$ cat src/rtl/sliding_window_median_assert.svh
// ----------------------------------------------------------------------------
// sliding_window_median_assert
// assertion macros used by the median filter rtl
// ----------------------------------------------------------------------------
`ifndef SLIDING_WINDOW_MEDIAN_ASSERT_SVH
`define SLIDING_WINDOW_MEDIAN_ASSERT_SVH

// same-cycle implication, clocked on clk, off during reset
`define SWM_ASSERT_SAME(lbl, ante, cons, msg) \
  lbl: assert property (@(posedge clk) disable iff (!rst_n) (ante) |-> (cons)) \
    else $error(msg);

// next-cycle implication, clocked on clk, off during reset
`define SWM_ASSERT_NEXT(lbl, ante, cons, msg) \
  lbl: assert property (@(posedge clk) disable iff (!rst_n) (ante) |=> (cons)) \
    else $error(msg);

`endif

$ cat src/rtl/swm_pkg.sv
// ----------------------------------------------------------------------------
// swm_pkg
// shared widths, types and reset values of the running median filter
// ----------------------------------------------------------------------------
package swm_pkg;

  localparam int WINDOW_MAX_DEF = 64;
  localparam int SAMPLE_W       = 32;
  localparam int MED_W          = 33;
  localparam int CFG_W          = 7;

  typedef logic signed [SAMPLE_W-1:0] sample_t;
  typedef logic signed [MED_W-1:0]    med_t;
  typedef logic [CFG_W-1:0]           wsize_t;

  localparam wsize_t WSIZE_RST = wsize_t'(3);

  // per-cycle command broadcast along the cell row
  typedef struct packed {
    logic    en;
    logic    ins;
    logic    first;
    sample_t sample;
  } swm_ctl_t;

endpackage

$ cat src/rtl/swm_cell.sv
// ----------------------------------------------------------------------------
// swm_cell
// one slot of the sorted window: holds a sample and its age, and takes
// its next content from itself, a neighbor or the incoming sample
// ----------------------------------------------------------------------------
module swm_cell import swm_pkg::*; #(
  parameter int AGE_W = 6
) (
  input  logic             clk,
  input  logic             rst_n,
  input  swm_ctl_t         ctl,
  input  logic [AGE_W-1:0] oldest_age,
  input  logic             del,
  input  logic             del_left,
  input  logic             l_vld,
  input  logic             l_ge,
  input  sample_t          l_val,
  input  logic [AGE_W-1:0] l_age,
  input  logic             r_vld,
  input  logic             r_ge,
  input  sample_t          r_val,
  input  logic [AGE_W-1:0] r_age,
  output logic             vld_o,
  output logic             ge_o,
  output logic             old_o,
  output sample_t          val_o,
  output logic [AGE_W-1:0] age_o
);

  logic             vld_r, vld_nxt;
  sample_t          val_r, val_nxt;
  logic [AGE_W-1:0] age_r, age_nxt;

  logic             own_v, lv, rv, ge, dlo;
  logic             take_s, take_r, take_l;
  logic [AGE_W-1:0] src_age;

  always_comb begin
    own_v  = vld_r && !ctl.first;
    lv     = l_vld && !ctl.first;
    rv     = r_vld && !ctl.first;
    ge     = ctl.ins && !(own_v && (val_r <= ctl.sample));
    dlo    = del_left || del;
    take_s = ctl.ins && ((!ge && r_ge && dlo) || (ge && !l_ge && !del_left));
    take_r = dlo && !r_ge;
    take_l = !del_left && l_ge;

    vld_nxt = own_v;
    val_nxt = val_r;
    src_age = age_r;
    if (take_s) begin
      vld_nxt = 1'b1;
      val_nxt = ctl.sample;
    end else if (take_r) begin
      vld_nxt = rv;
      val_nxt = r_val;
      src_age = r_age;
    end else if (take_l) begin
      vld_nxt = lv;
      val_nxt = l_val;
      src_age = l_age;
    end
    age_nxt = take_s ? '0 : src_age + AGE_W'(ctl.ins);
  end

  always_ff @(posedge clk) begin
    if (!rst_n) begin
      vld_r <= 1'b0;
    end else if (ctl.en) begin
      vld_r <= vld_nxt;
    end
  end

  always_ff @(posedge clk) begin
    if (ctl.en) begin
      val_r <= val_nxt;
      age_r <= age_nxt;
    end
  end

  assign vld_o = vld_r;
  assign ge_o  = ge;
  assign old_o = vld_r && (age_r == oldest_age);
  assign val_o = val_r;
  assign age_o = age_r;

endmodule

$ cat config.mk
export PLATFORM = sky130hd
export DESIGN_NAME = swm_cell
export DESIGN_NICKNAME = d
export VERILOG_FILES = /design/src/rtl/sliding_window_median_assert.svh /design/src/rtl/swm_pkg.sv /design/src/rtl/swm_cell.sv
export SDC_FILE = /design/constraint.sdc
export NUM_CORES = 1
export LEC_CHECK = 0
export ABC_AREA = 0
export BUFFER_PORTS_ARGS = -buffer_cell sky130_fd_sc_hd__buf_4
export CORE_ASPECT_RATIO = 0.6
export CORE_UTILIZATION = 50
export DETAILED_ROUTE_END_ITERATION = 7
export PLACE_DENSITY = 0.93
export RECOVER_POWER = 100
export REMOVE_ABC_BUFFERS = 1
export SLEW_MARGIN = 20
export SYNTH_ARGS = -nofsm -noshare
export SYNTH_HDL_FRONTEND = slang
export SYNTH_SLANG_ARGS = --single-unit
$ cat constraint.sdc
create_clock -name clk -period 13.1 [get_ports clk]
set_input_delay 2.62 -clock clk [delete_from_list [all_inputs] [get_ports clk]]
set_output_delay 2.62 -clock clk [all_outputs]
set_load 0.02 [all_outputs]
======== Word-level counts from Yosys, hierarchy flattened ========
Cells that the tools add are included.
word-level totals
  register bits ........................... 39
  input bits .............................. 125
  output and inout port bits .............. 41
cells by class
  $add $sub $neg .......................... 1
  magnitude comparators ................... 1
  equality and inequality tests ........... 1
  mux-type cells .......................... 9
  reductions and logical operators ........ 23
operator list
  kind                                    number
  32-bit two-way mux                      3
  32-bit <= comparator                    1
  6-bit two-way mux                       3
  1-bit logical AND                       13
  6-bit by 1-bit adder with 6-bit output  1
  6-bit equality test                     1
  1-bit zero test                         6
  1-bit two-way mux                       3
  3-bit nonzero test                      1
  1-bit logical OR                        2
  2-bit AND reduction                     1

======== Logic depth before layout (Yosys ltp) ========
  word-level depth ........................ 12
  depth in mapped cells ................... 18
  depth with buffers taken out ............ 16

======== Worst setup path before layout ========
Ideal clock, no wire load.
  path type ............................... input to output
  start point ............................. input port ctl[7] in the netlist's numbering
  end point ............................... output port ge_o
  arrival ................................. 4.352 ns
  path slack .............................. 6.128 ns
  stages .................................. 9
  cell sequence ........................... inv_1 > ha_1 > a21oi_1 > o21ai_0 > a221o_1 > or4_1 > a21oi_1 > a311o_2 > nor2_1
on the way
  cells in the longest elaborated chain, start to end .. 4
ends and longest elaborated chain
  what                  line            text
  from (decl)           swm_cell.sv:11  input swm_ctl_t ctl,
  32-bit <= comparator  swm_cell.sv:42  ge = ctl.ins && !(own_v && (val_r <= ctl.sample));
  1-bit logical AND     swm_cell.sv:42
  1-bit zero test       swm_cell.sv:42
  1-bit logical AND     swm_cell.sv:42
  to (decl)             swm_cell.sv:24  output logic ge_o,
No other way between the ends.

======== Worst setup path after layout ========
  start point ............................. input port ctl[7] in the netlist's numbering
  end point ............................... register val_r[27], in the netlist val_o[27], enable pin
on the way
  cells in the longest elaborated chain, start to end .. 11
  elaborated cells between the ends (all ways) .. 13
  classes of those cells .................. order compare: 1; reduce/logical: 12
ends and longest elaborated chain
  what                                    line            text
  32-bit <= comparator *                  swm_cell.sv:42
  1-bit logical AND *                     swm_cell.sv:42
  1-bit zero test *                       swm_cell.sv:42
  1-bit logical AND *                     swm_cell.sv:42
  1-bit zero test                         swm_cell.sv:44  take_s = ctl.ins && ((!ge && r_ge && dlo) || (ge && !l_ge && !del_left));
  1-bit logical AND (2 in a row)          swm_cell.sv:44
  1-bit logical OR *                      swm_cell.sv:44
  1-bit logical AND *                     swm_cell.sv:44
  3-bit nonzero test (no source line) *   --
  2-bit AND reduction (no source line) *  --
  to (signal assigned)                    swm_cell.sv:76  val_r <= val_nxt;
  to (decl)                               swm_cell.sv:31  sample_t val_r, val_nxt;
Mark *: on every way between the ends. The rest lies on a longest branch, timed or not.
A chain may end at the register's enable or synchronous reset.

==> reports/qor.yml <==
clock_tree:
  cts_max_level: 2
  insertion_delay_ns: 0.29
  cts_resized: 0
  cts-root-buf: "clkbuf_8"
  cts_hold_buf: 0
  cts_sinks: 39
  cts_buffers: 5
  tritoncts: "done"
  cts.clk_slew.worst_paths_ns: 0.08
  clk_path_buf_depth: 2
  post_cts_buffers: 0
drt:
  antenna_left: 0
  first_iter_violations: 151
  drc: 0
  wl_per_cell_um: 15.3
  wl_um: 8450
  via_per_inst: 5.26
  num_vias: 2909
  firstDrtPassIters: 4
sta:
  fin_skew_ns: 0.00683
  finalCritPeriodShare_pct: 61.5
  slew_headroom_pct: -36.2
  hold_violations: 0
  setup_violations: 0
  worst_pin_slew_ns: 2.04
  fmax_mhz: 124
  fin_crit_ns: 8.06
  slew_viol_final: 43
  rsz0062_at_grt: "false"
  tns_ns: 0
logic_synthesis:
  async_flop_share_pct: 0
  synth_area_leaders: "edfxtp_1, mux2i_1, ha_1"
  yosys.area.top_type: "edfxtp_1"
  yosysWarnings: 0
  synth_edf_count: 38
  syn-cell-area_mm2: 0.00320
  ys_ff_latch: 39
  netlist-cell-type-count: 40
  ys.flop_type: "edfxtp_1"
  synth_area_per_cell_um2: 10.5
  synth_top_area_share_pct: 35.6
  synth_seq_area_share_pct: 36.2
  syn_inst: 305
floorplanning:
  row_count: 22
  die_h_um: 64.0
  ios: 166
  start_util_pct: 52.2
  coreArea_mm2: 0.00614
  dieWidth_um: 105
  dieArea_mm2: 0.00674
layout:
  fin_nets: 627
  antennaDiodeCount: 0
  fin_util_pct: 72.3
  area_growth_pct: 38.5
  drive_gt1_share_pct: 29.0
  nFillCells: 509
placed_design:
  portBuffers: 165
  dp_hpwl_um: 6690
  place_congestion: 0.803
worst_setup_path:
  worstPathMaxFanout: 42
  crit_type: "in -> reg"
  start_kind: "primary input"
  required_ns: 13.00
  cp.arrival_ns: 7.95
  end_kind: "flop"
global_route:
  grt_util_all_layers_pct: 25.6
  grt_antenna_before_repair: 0
  grt_max_degree: 43
  grt_pass1_wl_um: 13500
  grt_pass1_vias: 2882
  overflow: 0
power_and_ir_drop:
  p_leak_uw: 0.00224
  p_per_area_mw_per_mm2: 87.2
  irDropWorstVdd_uv: 52.1
status:
  status: "complete, but fails checks"
  violations: "max-capacitance violations, max-slew violations"
run:
  cap_violations: 1
hold_path:
  hp-class: "reg -> reg"
## worst paths after layout
| kind | startpoint | end | slack, ns | cells after the start |
|---|---|---|---|---|
| max | ctl[7] | val_o[27] | 5.04 | 12 |
| max reg2reg | val_o[5] | val_o[27] | 7.12 | 10 |
| min reg2reg | vld_o | vld_o | 0.66 | 2 |
| min | vld_o | vld_o | 0.66 | 2 |
## power breakdown
part	leakage (µW)	total, µW	switching [µW]	internal, µW
logic	0.00181	128	66.9	61.6
clock network	0.0000556	98.1	42.3	55.8
registers	0.000371	160	7.81	152
## stage by stage
step           cells  setup WS (ns)  power (µW)  hold slack [ns]  cell area (µm²)
6_report         553           5.04         387            0.663             4440
5_1_grt          553           4.65         408            0.696             4440
4_1_cts          552           5.80         398            0.667             4610
3_5_place_dp     544           5.80         300            0.657             4500
3_3_place_gp     544           5.83         294            0.631             4500
2_1_floorplan    294           6.13         236            0.649             3130
## kinds of logic after synthesis
| family | Yosys count | synth area share (%) |
|---|---|---|
| AND/OR/NAND/NOR | 63 | 10.3 |
| flip-flops | 39 | 36.2 |
| buffers and inverters | 46 | 6.45 |
| multiplexers | 72 | 22.7 |
| adder cells (fa/ha/maj) | 34 | 13.3 |
| XOR/XNOR | 10 | 2.73 |
| AO/OA/AOI/OAI | 41 | 8.28 |
## layer usage
metal	part of all wire (%)	vias up	track usage, %	wire length [µm]
met5	0	-	0	0
met1	43	1317	32.8	3640
met2	47	134	42.8	3970
met4	1.4	0	6.87	116
li1	-	1446	-	-
met3	8.6	12	6.73	728
## synth_stat cells (all sizes together) (2+ instances only)
| cell type | count |
|---|---|
| a21oi | 18 |
| nand2b | 2 |
| xor2 | 5 |
| mux2i | 70 |
| nor3b | 2 |
| nor4 | 2 |
| clkbuf | 6 |
| nor3 | 3 |
| nand2 | 13 |
| a31oi | 2 |
| nor2 | 16 |
| o2111ai | 3 |
| buf | 5 |
| a211o | 3 |
| mux2 | 2 |
| and3 | 2 |
| and2 | 6 |
| a22o | 2 |
| inv | 35 |
| o21ai | 5 |
| nand4 | 9 |
| o211ai | 3 |
| ha | 34 |
| edfxtp | 38 |
| nand3 | 4 |
| xnor2 | 5 |
## placed cells by master (no fill, tap or decap), types with 2 or more instances in the layout
| cell | count |
|---|---|
| buf_4 | 123 |
| mux2i_1 | 70 |
| clkbuf_1 | 43 |
| edfxtp_1 | 38 |
| inv_1 | 35 |
| ha_1 | 34 |
| a21oi_1 | 18 |
| nor2_1 | 15 |
| nand2_1 | 13 |
| nand4_1 | 8 |
| o21ai_0 | 5 |
| xor2_1 | 5 |
| xnor2_1 | 5 |
| clkbuf_8 | 5 |
| nand3_1 | 4 |
| and2_0 | 4 |
| o211ai_1 | 3 |
| nor3_1 | 3 |
| o2111ai_1 | 3 |
| a211o_1 | 3 |
| nand2b_1 | 2 |
| nor3b_1 | 2 |
| a22o_1 | 2 |
| and3_1 | 2 |
| a31oi_1 | 2 |
| and2_1 | 2 |
## state kept, by name, summed over array words and instances, names as in the netlist
name / count
age_o: 6
val_o: 32
vld_o: 1
## worst max-delay path, stage by stage
cell	delay, ns
clkbuf_4	0.10
inv_1	0.05
ha_1	0.33
a21oi_1	0.14
o21ai_0	0.09
a221o_1	0.35
or4_1	0.47
a21oi_1	0.14
a311o_1	0.29
mux2_1	1.13
a31oi_1	1.18
clkbuf_1	1.03
## cell type report
cell class | count | area (µm²) | share of cell area, %
Multi-Input combinational cell | 220 | 1840 | 41.4
Clock buffer | 5 | 68.8 | 1.55
Tap cell | 84 | 105 | 2.37
Inverter | 35 | 131 | 2.96
Clock inverter | 3 | 38.8 | 0.874
Sequential cell | 39 | 1160 | 26.2
Timing Repair Buffer | 167 | 1090 | 24.6
No activity file was read; power rests on OpenSTA's default activity.
